## src/rtl/ddar_pkg.sv

```systemverilog
// Package for the DDA line rasterizer: widths, command and status structs.
// No dependencies; used by every module under rtl/.
package ddar_pkg;

    localparam int COORD_BITS = 16;
    localparam int FRAC_BITS  = 16;

    localparam int DIFF_W     = COORD_BITS + 1;
    localparam int ACC_W      = COORD_BITS + FRAC_BITS + 2;
    localparam int STEP_W     = FRAC_BITS + 2;
    localparam int QUOT_W     = FRAC_BITS + 1;
    localparam int NUM_W      = COORD_BITS + FRAC_BITS + 2;
    localparam int DEN_W      = COORD_BITS + 1;
    localparam int PIX_W      = ACC_W - FRAC_BITS;
    localparam int CNT_W      = $clog2(QUOT_W);
    localparam int IN_DATA_W  = ((4 * COORD_BITS + 7) / 8) * 8;
    localparam int OUT_DATA_W = ((2 * COORD_BITS + 7) / 8) * 8;

    localparam logic action_start = 1'b0;
    localparam logic action_step  = 1'b1;

    typedef struct packed {
        logic start;
        logic setup;
        logic div_run;
        logic fin;
        logic step;
        logic move;
        logic pend_last;
    } cmd_t;

    typedef struct packed {
        logic steps_zero;
        logic left_one;
    } stat_t;

endpackage

```

## src/rtl/dda_line_rasterizer_top.sv

```systemverilog
// Top level of the DDA line rasterizer: controller plus datapath.
// Depends on ddar_pkg, ddar_ctrl, ddar_datapath, ddar_div.
//
// channel  | dir | signals                       | payload
// s_axis   | in  | tvalid tready tdata tuser     | endpoints, action
// m_axis   | out | tvalid tready tdata tlast     | pixel x/y, last pixel
//
// Step pixels pass pending then output registers; one per cycle unless the output stalls.
// A start request with distinct endpoints blocks input through the setup, divide and finish
// states of the bit-serial increment divider; its first pixel leaves meanwhile.
// Reset clears the line, pending pixel and output valid; no line is active after reset.
// A stalled output holds its pixel; one more request is accepted behind it, then input stalls.
module dda_line_rasterizer_top (
    input  logic                               clk,
    input  logic                               rst_n,
    input  logic                               s_axis_tvalid,
    output logic                               s_axis_tready,
    // x_start, y_start, x_end, y_end
    input  logic [ddar_pkg::IN_DATA_W-1:0]     s_axis_tdata,
    // action
    input  logic                               s_axis_tuser,
    output logic                               m_axis_tvalid,
    input  logic                               m_axis_tready,
    // pixel_x, pixel_y
    output logic [ddar_pkg::OUT_DATA_W-1:0]    m_axis_tdata,
    output logic                               m_axis_tlast
);

    ddar_pkg::cmd_t  cmd;
    ddar_pkg::stat_t stat;

    ddar_ctrl u_ctrl (
        .clk       (clk),
        .rst_n     (rst_n),
        .in_valid  (s_axis_tvalid),
        .in_ready  (s_axis_tready),
        .in_action (s_axis_tuser),
        .out_valid (m_axis_tvalid),
        .out_ready (m_axis_tready),
        .stat      (stat),
        .cmd       (cmd)
    );

    ddar_datapath u_datapath (
        .clk      (clk),
        .cmd      (cmd),
        .stat     (stat),
        .in_data  (s_axis_tdata),
        .out_data (m_axis_tdata),
        .out_last (m_axis_tlast)
    );

endmodule

```

## src/rtl/ddar_div.sv

```systemverilog
// Restoring divider, one quotient bit per cycle while run is asserted, for the per-step increment.
// Depends on ddar_pkg.
module ddar_div (
    input  logic                         clk,
    input  logic                         load,
    input  logic                         run,
    input  logic [ddar_pkg::NUM_W-1:0]   numer,
    input  logic [ddar_pkg::DEN_W-1:0]   denom,
    output logic [ddar_pkg::QUOT_W-1:0]  quot
);

    logic [ddar_pkg::DEN_W-1:0]  rem_reg, rem_next;
    logic [ddar_pkg::DEN_W-1:0]  den_reg, den_next;
    logic [ddar_pkg::QUOT_W-1:0] sh_reg, sh_next;
    logic [ddar_pkg::DEN_W:0]    trial;
    logic [ddar_pkg::DEN_W:0]    diff;

    assign trial = {rem_reg, sh_reg[ddar_pkg::QUOT_W-1]};
    assign diff  = trial - {1'b0, den_reg};

    always_comb
    begin
        rem_next = rem_reg;
        den_next = den_reg;
        sh_next  = sh_reg;
        if (load)
        begin
            rem_next = numer[ddar_pkg::NUM_W-1:ddar_pkg::QUOT_W];
            sh_next  = numer[ddar_pkg::QUOT_W-1:0];
            den_next = denom;
        end
        else if (run)
        begin
            if (trial >= {1'b0, den_reg})
                rem_next = diff[ddar_pkg::DEN_W-1:0];
            else
                rem_next = trial[ddar_pkg::DEN_W-1:0];
            sh_next = {sh_reg[ddar_pkg::QUOT_W-2:0], (trial >= {1'b0, den_reg})};
        end
    end

    always_ff @(posedge clk)
    begin
        rem_reg <= rem_next;
        den_reg <= den_next;
        sh_reg  <= sh_next;
    end

    assign quot = sh_reg;

endmodule

```

## src/rtl/ddar_datapath.sv

```systemverilog
// Datapath: endpoint differences, increments, accumulators, pixel rounding, output register.
// Depends on ddar_pkg and ddar_div.
module ddar_datapath (
    input  logic                                clk,
    input  ddar_pkg::cmd_t                      cmd,
    output ddar_pkg::stat_t                     stat,
    input  logic [ddar_pkg::IN_DATA_W-1:0]      in_data,
    output logic [ddar_pkg::OUT_DATA_W-1:0]     out_data,
    output logic                                out_last
);

    localparam int C = ddar_pkg::COORD_BITS;
    localparam int F = ddar_pkg::FRAC_BITS;

    logic [C-1:0] x0, y0, x1, y1;
    logic signed [ddar_pkg::DIFF_W-1:0] dx_next, dy_next;
    logic signed [ddar_pkg::DIFF_W-1:0] dx_reg, dy_reg;
    logic [ddar_pkg::DIFF_W-1:0] absx, absy;
    logic [C-1:0] adx, ady, steps;
    logic [ddar_pkg::NUM_W-1:0] numx, numy;
    logic [ddar_pkg::DEN_W-1:0] den;
    logic [ddar_pkg::QUOT_W-1:0] qx, qy;
    logic [ddar_pkg::STEP_W-1:0] qx_ext, qy_ext;

    logic x_neg_reg, x_neg_next, y_neg_reg, y_neg_next;
    logic [C-1:0] left_reg, left_next;
    logic [ddar_pkg::ACC_W-1:0] x_acc_reg, x_acc_next, y_acc_reg, y_acc_next;
    logic [ddar_pkg::STEP_W-1:0] x_step_reg, x_step_next, y_step_reg, y_step_next;
    logic [C-1:0] px_reg, px_next, py_reg, py_next;
    logic last_reg, last_next;

    function automatic logic [C-1:0] to_pixel(input logic [ddar_pkg::ACC_W-1:0] acc);
        logic [ddar_pkg::ACC_W-1:0] bias;
        logic [ddar_pkg::ACC_W-1:0] sum;
        logic signed [ddar_pkg::PIX_W-1:0] p;
        logic signed [ddar_pkg::PIX_W-1:0] pmax;
        logic signed [ddar_pkg::PIX_W-1:0] pmin;
        bias = ddar_pkg::ACC_W'(1) << (F - 1);
        if (acc[ddar_pkg::ACC_W-1])
            bias = bias - ddar_pkg::ACC_W'(1);
        sum  = acc + bias;
        p    = sum[ddar_pkg::ACC_W-1:F];
        pmax = ddar_pkg::PIX_W'((1 << (C - 1)) - 1);
        pmin = -pmax - ddar_pkg::PIX_W'(1);
        if (p > pmax)
            return pmax[C-1:0];
        else if (p < pmin)
            return pmin[C-1:0];
        else
            return p[C-1:0];
    endfunction

    assign x0 = in_data[C-1:0];
    assign y0 = in_data[2*C-1:C];
    assign x1 = in_data[3*C-1:2*C];
    assign y1 = in_data[4*C-1:3*C];

    assign dx_next = signed'({x1[C-1], x1}) - signed'({x0[C-1], x0});
    assign dy_next = signed'({y1[C-1], y1}) - signed'({y0[C-1], y0});

    assign absx  = dx_reg[C] ? (~dx_reg + ddar_pkg::DIFF_W'(1)) : dx_reg;
    assign absy  = dy_reg[C] ? (~dy_reg + ddar_pkg::DIFF_W'(1)) : dy_reg;
    assign adx   = absx[C-1:0];
    assign ady   = absy[C-1:0];
    assign steps = (adx > ady) ? adx : ady;

    assign numx = ddar_pkg::NUM_W'({adx, ddar_pkg::QUOT_W'(0)}) + ddar_pkg::NUM_W'(steps);
    assign numy = ddar_pkg::NUM_W'({ady, ddar_pkg::QUOT_W'(0)}) + ddar_pkg::NUM_W'(steps);
    assign den  = {steps, 1'b0};

    ddar_div u_div_x (
        .clk   (clk),
        .load  (cmd.setup),
        .run   (cmd.div_run),
        .numer (numx),
        .denom (den),
        .quot  (qx)
    );

    ddar_div u_div_y (
        .clk   (clk),
        .load  (cmd.setup),
        .run   (cmd.div_run),
        .numer (numy),
        .denom (den),
        .quot  (qy)
    );

    assign qx_ext = {1'b0, qx};
    assign qy_ext = {1'b0, qy};

    always_comb
    begin
        x_neg_next  = x_neg_reg;
        y_neg_next  = y_neg_reg;
        left_next   = left_reg;
        x_acc_next  = x_acc_reg;
        y_acc_next  = y_acc_reg;
        x_step_next = x_step_reg;
        y_step_next = y_step_reg;
        px_next     = px_reg;
        py_next     = py_reg;
        last_next   = last_reg;
        if (cmd.start)
        begin
            x_acc_next = {{2{x0[C-1]}}, x0, F'(0)};
            y_acc_next = {{2{y0[C-1]}}, y0, F'(0)};
        end
        if (cmd.setup)
        begin
            x_neg_next = dx_reg[C];
            y_neg_next = dy_reg[C];
            left_next  = steps;
        end
        if (cmd.fin)
        begin
            x_step_next = x_neg_reg ? (~qx_ext + ddar_pkg::STEP_W'(1)) : qx_ext;
            y_step_next = y_neg_reg ? (~qy_ext + ddar_pkg::STEP_W'(1)) : qy_ext;
        end
        if (cmd.step)
        begin
            x_acc_next = x_acc_reg
                + {{(ddar_pkg::ACC_W-ddar_pkg::STEP_W){x_step_reg[ddar_pkg::STEP_W-1]}},
                   x_step_reg};
            y_acc_next = y_acc_reg
                + {{(ddar_pkg::ACC_W-ddar_pkg::STEP_W){y_step_reg[ddar_pkg::STEP_W-1]}},
                   y_step_reg};
            left_next  = left_reg - C'(1);
        end
        if (cmd.move)
        begin
            px_next   = to_pixel(x_acc_reg);
            py_next   = to_pixel(y_acc_reg);
            last_next = cmd.pend_last;
        end
    end

    always_ff @(posedge clk)
    begin
        if (cmd.start)
        begin
            dx_reg <= dx_next;
            dy_reg <= dy_next;
        end
        x_neg_reg  <= x_neg_next;
        y_neg_reg  <= y_neg_next;
        left_reg   <= left_next;
        x_acc_reg  <= x_acc_next;
        y_acc_reg  <= y_acc_next;
        x_step_reg <= x_step_next;
        y_step_reg <= y_step_next;
        px_reg     <= px_next;
        py_reg     <= py_next;
        last_reg   <= last_next;
    end

    assign stat.steps_zero = (x0 == x1) && (y0 == y1);
    assign stat.left_one   = (left_reg == C'(1));

    assign out_data = ddar_pkg::OUT_DATA_W'({py_reg, px_reg});
    assign out_last = last_reg;

endmodule

```

## src/rtl/ddar_ctrl.sv

```systemverilog
// Controller: line sequencing, divider count, pending pixel and output valid.
// Depends on ddar_pkg.
module ddar_ctrl (
    input  logic             clk,
    input  logic             rst_n,
    input  logic             in_valid,
    output logic             in_ready,
    input  logic             in_action,
    output logic             out_valid,
    input  logic             out_ready,
    input  ddar_pkg::stat_t  stat,
    output ddar_pkg::cmd_t   cmd
);

    typedef enum logic [1:0] {
        ST_IDLE,
        ST_SETUP,
        ST_DIV,
        ST_FIN
    } state_t;

    state_t state_reg, state_next;
    logic [ddar_pkg::CNT_W-1:0] cnt_reg, cnt_next;
    logic active_reg, active_next;
    logic pend_reg, pend_next;
    logic pend_last_reg, pend_last_next;
    logic out_valid_reg, out_valid_next;
    logic accept, start, step, move;

    assign move     = pend_reg && (!out_valid_reg || out_ready);
    assign in_ready = (state_reg == ST_IDLE) && (!pend_reg || move);
    assign accept   = in_valid && in_ready;
    assign start    = accept && (in_action == ddar_pkg::action_start);
    assign step     = accept && (in_action == ddar_pkg::action_step) && active_reg;

    always_comb
    begin
        state_next     = state_reg;
        cnt_next       = cnt_reg;
        active_next    = active_reg;
        pend_next      = pend_reg;
        pend_last_next = pend_last_reg;
        out_valid_next = out_valid_reg;

        if (move)
            out_valid_next = 1'b1;
        else if (out_ready)
            out_valid_next = 1'b0;
        if (move)
            pend_next = 1'b0;

        unique case (state_reg)
            ST_IDLE:
            begin
                if (start)
                begin
                    pend_next      = 1'b1;
                    pend_last_next = stat.steps_zero;
                    active_next    = !stat.steps_zero;
                    if (!stat.steps_zero)
                        state_next = ST_SETUP;
                end
                else if (step)
                begin
                    pend_next      = 1'b1;
                    pend_last_next = stat.left_one;
                    active_next    = !stat.left_one;
                end
            end
            ST_SETUP:
            begin
                cnt_next   = '0;
                state_next = ST_DIV;
            end
            ST_DIV:
            begin
                cnt_next = cnt_reg + ddar_pkg::CNT_W'(1);
                if (cnt_reg == ddar_pkg::CNT_W'(ddar_pkg::QUOT_W - 1))
                    state_next = ST_FIN;
            end
            ST_FIN:
            begin
                state_next = ST_IDLE;
            end
            default:
            begin
                state_next = ST_IDLE;
            end
        endcase
    end

    always_ff @(posedge clk or negedge rst_n)
    begin
        if (!rst_n)
        begin
            state_reg     <= ST_IDLE;
            cnt_reg       <= '0;
            active_reg    <= 1'b0;
            pend_reg      <= 1'b0;
            pend_last_reg <= 1'b0;
            out_valid_reg <= 1'b0;
        end
        else
        begin
            state_reg     <= state_next;
            cnt_reg       <= cnt_next;
            active_reg    <= active_next;
            pend_reg      <= pend_next;
            pend_last_reg <= pend_last_next;
            out_valid_reg <= out_valid_next;
        end
    end

    assign out_valid     = out_valid_reg;
    assign cmd.start     = start;
    assign cmd.setup     = (state_reg == ST_SETUP);
    assign cmd.div_run   = (state_reg == ST_DIV);
    assign cmd.fin       = (state_reg == ST_FIN);
    assign cmd.step      = step;
    assign cmd.move      = move;
    assign cmd.pend_last = pend_last_reg;

endmodule

```

## config.mk

```make
export PLATFORM = sky130hd
export DESIGN_NAME = dda_line_rasterizer_top
export DESIGN_NICKNAME = d
export VERILOG_FILES = /design/src/rtl/ddar_pkg.sv /design/src/rtl/dda_line_rasterizer_top.sv /design/src/rtl/ddar_div.sv /design/src/rtl/ddar_datapath.sv /design/src/rtl/ddar_ctrl.sv
export SDC_FILE = /design/constraint.sdc
export NUM_CORES = 1
export LEC_CHECK = 0
export BUFFER_PORTS_ARGS = -buffer_cell sky130_fd_sc_hd__buf_4
export CAP_MARGIN = 20
export CORE_MARGIN = 4
export CORE_UTILIZATION = 35
export CTS_CLUSTER_DIAMETER = 40
export DETAILED_ROUTE_END_ITERATION = 16
export PLACE_DENSITY_LB_ADDON = 0.2
export SYNTH_ARGS = -nofsm -noshare
export SYNTH_HDL_FRONTEND = slang
export SYNTH_HIERARCHICAL = 1
export SYNTH_SLANG_ARGS = --single-unit
```

## constraint.sdc

```tcl
create_clock -name clk -period 6.3 [get_ports clk]
set_input_delay 0.315 -clock clk [delete_from_list [all_inputs] [get_ports clk]]
set_output_delay 0.315 -clock clk [all_outputs]
set_load 0.005 [all_outputs]
```

==> results_dict.tcl <==
set metrics [dict create \
    grt-ovfl-total 0 \
    cp_slowest_cell "a221o_1" \
    power_density_mw_per_mm2 520 \
    fin_crit_sh_pct 76.3 \
    first_pass_iters 5 \
    routed_wl_um 62400 \
    switchingPower_w 0.00539 \
    seqPwrFrac_pct 30.6 \
    place_congestion 0.903 \
    viasPerCell 5.47 \
    yosys.area.top_type "edfxtp_1" \
    status "complete, no violations" \
    dp_slack_ps 1550 \
    p_leak_nw 10.1 \
    ys_types 93 \
    netlist_area_mm2 0.0217 \
    cts_tree "done" \
    insertion_delay_ps 620 \
    dieHeight_um 257 \
    drive_gt1_share_pct 13.5 \
    rsz0062_at_grt "no" \
    slew_headroom_pct 30.3 \
    synth.top_cell.area_share_pct 40.3 \
    fin_worst_skew_ps 23.0 \
    dp_hpwl_um 48500 \
    worst_slew_pin_slew_ps 1050 \
    comb_power_share_pct 45.3 \
    internal-power_w 0.00777 \
    rrSetupSlack_ps 1490 \
    cts_sinks 302 \
    synth_edf_count 291 \
    cts_htree_levels 2 \
    grt_usage_pct 18.4 \
    setup_viol 0 \
    chipWidth_um 257 \
    critical_path_class "flip-flop to flip-flop" \
    antenna_found_initial 1 \
    fill_cells 5923 \
    fmax_ghz 0.208 \
    ir_worst_vdd_v 0.000427 \
    row_count 90 \
    final_nets 2512 \
    remaining_drc_errors 0 \
    async_reset_ff_share_pct 3.64 \
    drt_iter0_markers 974 \
    final_hold_viol_count 0 \
    cp_max_fo 16 \
    port_buffers 103 \
    grt_pass1_wl_um 95100 \
    clk_pin_slew_worst_paths_ps 50 \
    ys_seq_area_share_pct 41.6 \
    drv_slew 0 \
    design_area_mm2 0.0253 \
    critPathArrivalTime_ps 5160 \
    period_needed_ps 4810 \
    numCtsBuffers 57 \
    required_ps 6650 \
    cts-root-buf "clkbuf_16" \
    io_pins 104 \
    syn_avg_cell_area_um2 10.2 \
    worstSetupEndpointType "flip-flop" \
    postSynthCellCount 2128 \
    critical_path.startpoint_type "flip-flop" \
    swShare_pct 40.9 \
    postRouteAntennaNets 0 \
    die_area_mm2 0.0659 \
    cp_top_family "compound AO/OA/AOI/OAI gates" \
    synth.area.top_cells "edfxtp_1 (40%), ha_1 (11%), xor2_1 (4.4%), xnor2_1 (3.4%), nand2_1 (3.0%)" \
    dpl-instance-area_mm2 0.0232 \
    maxCapViolCount 0 \
    grt_max_degree 67 \
    synth.ff_latch_count 302 \
    area_delta_synth_final_pct 16.8 \
    fp.coreArea_mm2 0.0608 \
    grt_pass1_vias 16400 \
    p_clk_share_pct 24.2 \
    yosys_warnings 6 \
    synth_top_flop_cell "edfxtp_1" \
    vias 16800 \
    hp-class "input port to flip-flop" \
    post-route-util_pct 41.6 \
    crit_chain "or3_1 -> nor3_1 -> nand3_1 -> o31ai_1 -> xor2_1 -> ha_1 -> a21o_1 -> a21o_1 -> a21oi_1 -> and3_1 -> a221o_1 -> mux2_2 -> mux2_2" \
    wl_per_cell_um 20.3 \
    start_util_pct 35.6 \
    crit_buf_inv 0 \
    clk_path_buf_depth 3 \
    tns_ps 0 \
    max_stage_delay_ps 780 \
    fin_ws_ps 1490 \
]
-- stage by stage --
stage	power, W	hold slack (ps)	std cells
after floorplan	0.00831	19.4	2133
after global placement	0.00988	162	2965
after detailed placement	0.00997	164	2965
after CTS	0.0133	13.5	3075
after global routing	0.0141	46.6	3076
final	0.0132	42.1	3077
-- path summary, 6_finish.rpt --
| check | start | end | depth (start not counted) |
|---|---|---|---|
| hold / removal | s_axis_tvalid | u_ctrl/pend_reg | 3 |
| setup / recovery | u_datapath/dy_reg[3] | u_datapath/u_div_x/quot[1] | 13 |
| min in group asynchronous | rst_n | u_ctrl/cnt_reg[3] | 2 |
| setup reg to reg | u_datapath/dy_reg[3] | u_datapath/u_div_x/quot[1] | 13 |
| max in group asynchronous | rst_n | u_ctrl/pend_last_reg | 2 |
| hold reg to reg | u_ctrl/pend_last_reg | u_datapath/out_last | 0 |
-- per-layer routing --
metal,routed length (um),part of all wire (%),GRT usage (%),vias up
met5,0,0,0,-
met2,28300,45,29.5,400
met1,28600,46,25.2,8186
met3,3120,5.0,2.62,105
li1,-,-,-,8152
met4,2340,3.8,7.05,0
-- worst reg2reg max path: cells and delay by family, from the launching register on --
family / cells / cell delay [ps]
simple gates: 4 / 1180
fa+ha+maj: 1 / 310
xor+xnor: 1 / 300
mux: 2 / 750
compound gates: 5 / 1590
flops: 1 / 420
-- synthesized netlist by cell type (all sizes together) (8+ instances only) --
library cell  number
edfxtp           291
nand2            172
or3               16
a211oi            19
nor2b             39
nor3              36
a221o              8
nor2             115
a31oi             14
xnor2             84
nand3b            14
and4               8
a21boi            13
clkbuf            40
nand3             46
dfrtp             11
nand4             22
a21oi            127
xor2             109
buf               21
and2              13
mux2i             43
o21a              27
nor4              12
and3              17
o311ai            16
o21ai            144
or2                8
or4               10
ha               191
o31ai             29
nand2b            27
mux2              52
o211ai            20
inv              161
a21o              50
-- layout by cell type (no fill, tap or decap), types with 15 or more instances in the layout --
| cell type | synthesis | layout |
|---|---|---|
| o21ai_1 | 26 | 26 |
| buf_4 | 11 | 111 |
| a21oi_1 | 126 | 126 |
| nand2b_1 | 27 | 27 |
| nand4_1 | 22 | 22 |
| nand3_1 | 45 | 45 |
| clkbuf_16 | 0 | 57 |
| and3_1 | 15 | 15 |
| o21a_1 | 26 | 26 |
| nand2_1 | 172 | 172 |
| mux2_2 | 52 | 52 |
| o21ai_0 | 118 | 118 |
| or3_1 | 16 | 16 |
| o31ai_1 | 28 | 28 |
| nor3_1 | 36 | 36 |
| nor2_1 | 115 | 113 |
| edfxtp_1 | 291 | 291 |
| o211ai_1 | 20 | 20 |
| mux2i_1 | 43 | 43 |
| ha_1 | 191 | 189 |
| inv_1 | 161 | 161 |
| a21o_1 | 50 | 50 |
| xor2_1 | 109 | 109 |
| xnor2_1 | 84 | 84 |
| nor2b_1 | 39 | 39 |
-- cell type report --
type | instances | area, um^2 | area share [%]
Antenna cell | 1 | 2.50 | 0.00989
Clock buffer | 59 | 1430 | 5.67
Clock inverter | 48 | 584 | 2.31
Inverter | 162 | 608 | 2.40
Multi-Input combinational cell | 1608 | 11800 | 46.6
Sequential cell | 302 | 9010 | 35.6
Tap cell | 782 | 978 | 3.87
Timing Repair Buffer | 115 | 883 | 3.49
-- logic make-up (layout without fill, tap and decap cells) --
family,count (synthesis),count (layout),synth area share (%)
other,1,7,0.0173
and+or+nand+nor,571,571,13.3
adders and majority gates,197,197,11.6
buffers and inverters,223,384,4.16
muxes,95,95,4.69
DFF,302,302,41.6
xor gates and xnor gates,193,193,7.80
AOI/OAI and AO/OA,546,546,16.9
-- what timing repair did --
action / 4_1_cts / 5_1_grt
resized for setup: 0 / 0
hold buffers: 3 / 0
hold endpoints to repair: 13 / 0
setup buffers: 0 / 0
-- power by group through the flow --
stage | combinational (W) | clock (W) | sequential, W
final | 0.00596 | 0.00318 | 0.00402
after global routing | 0.00663 | 0.00335 | 0.00410
after CTS | 0.00597 | 0.00326 | 0.00402
after detailed placement | 0.00592 | 0 | 0.00405
after global placement | 0.00583 | 0 | 0.00405
after floorplan | 0.00458 | 0 | 0.00372
Note: power is estimated with default switching activity, not from simulation.
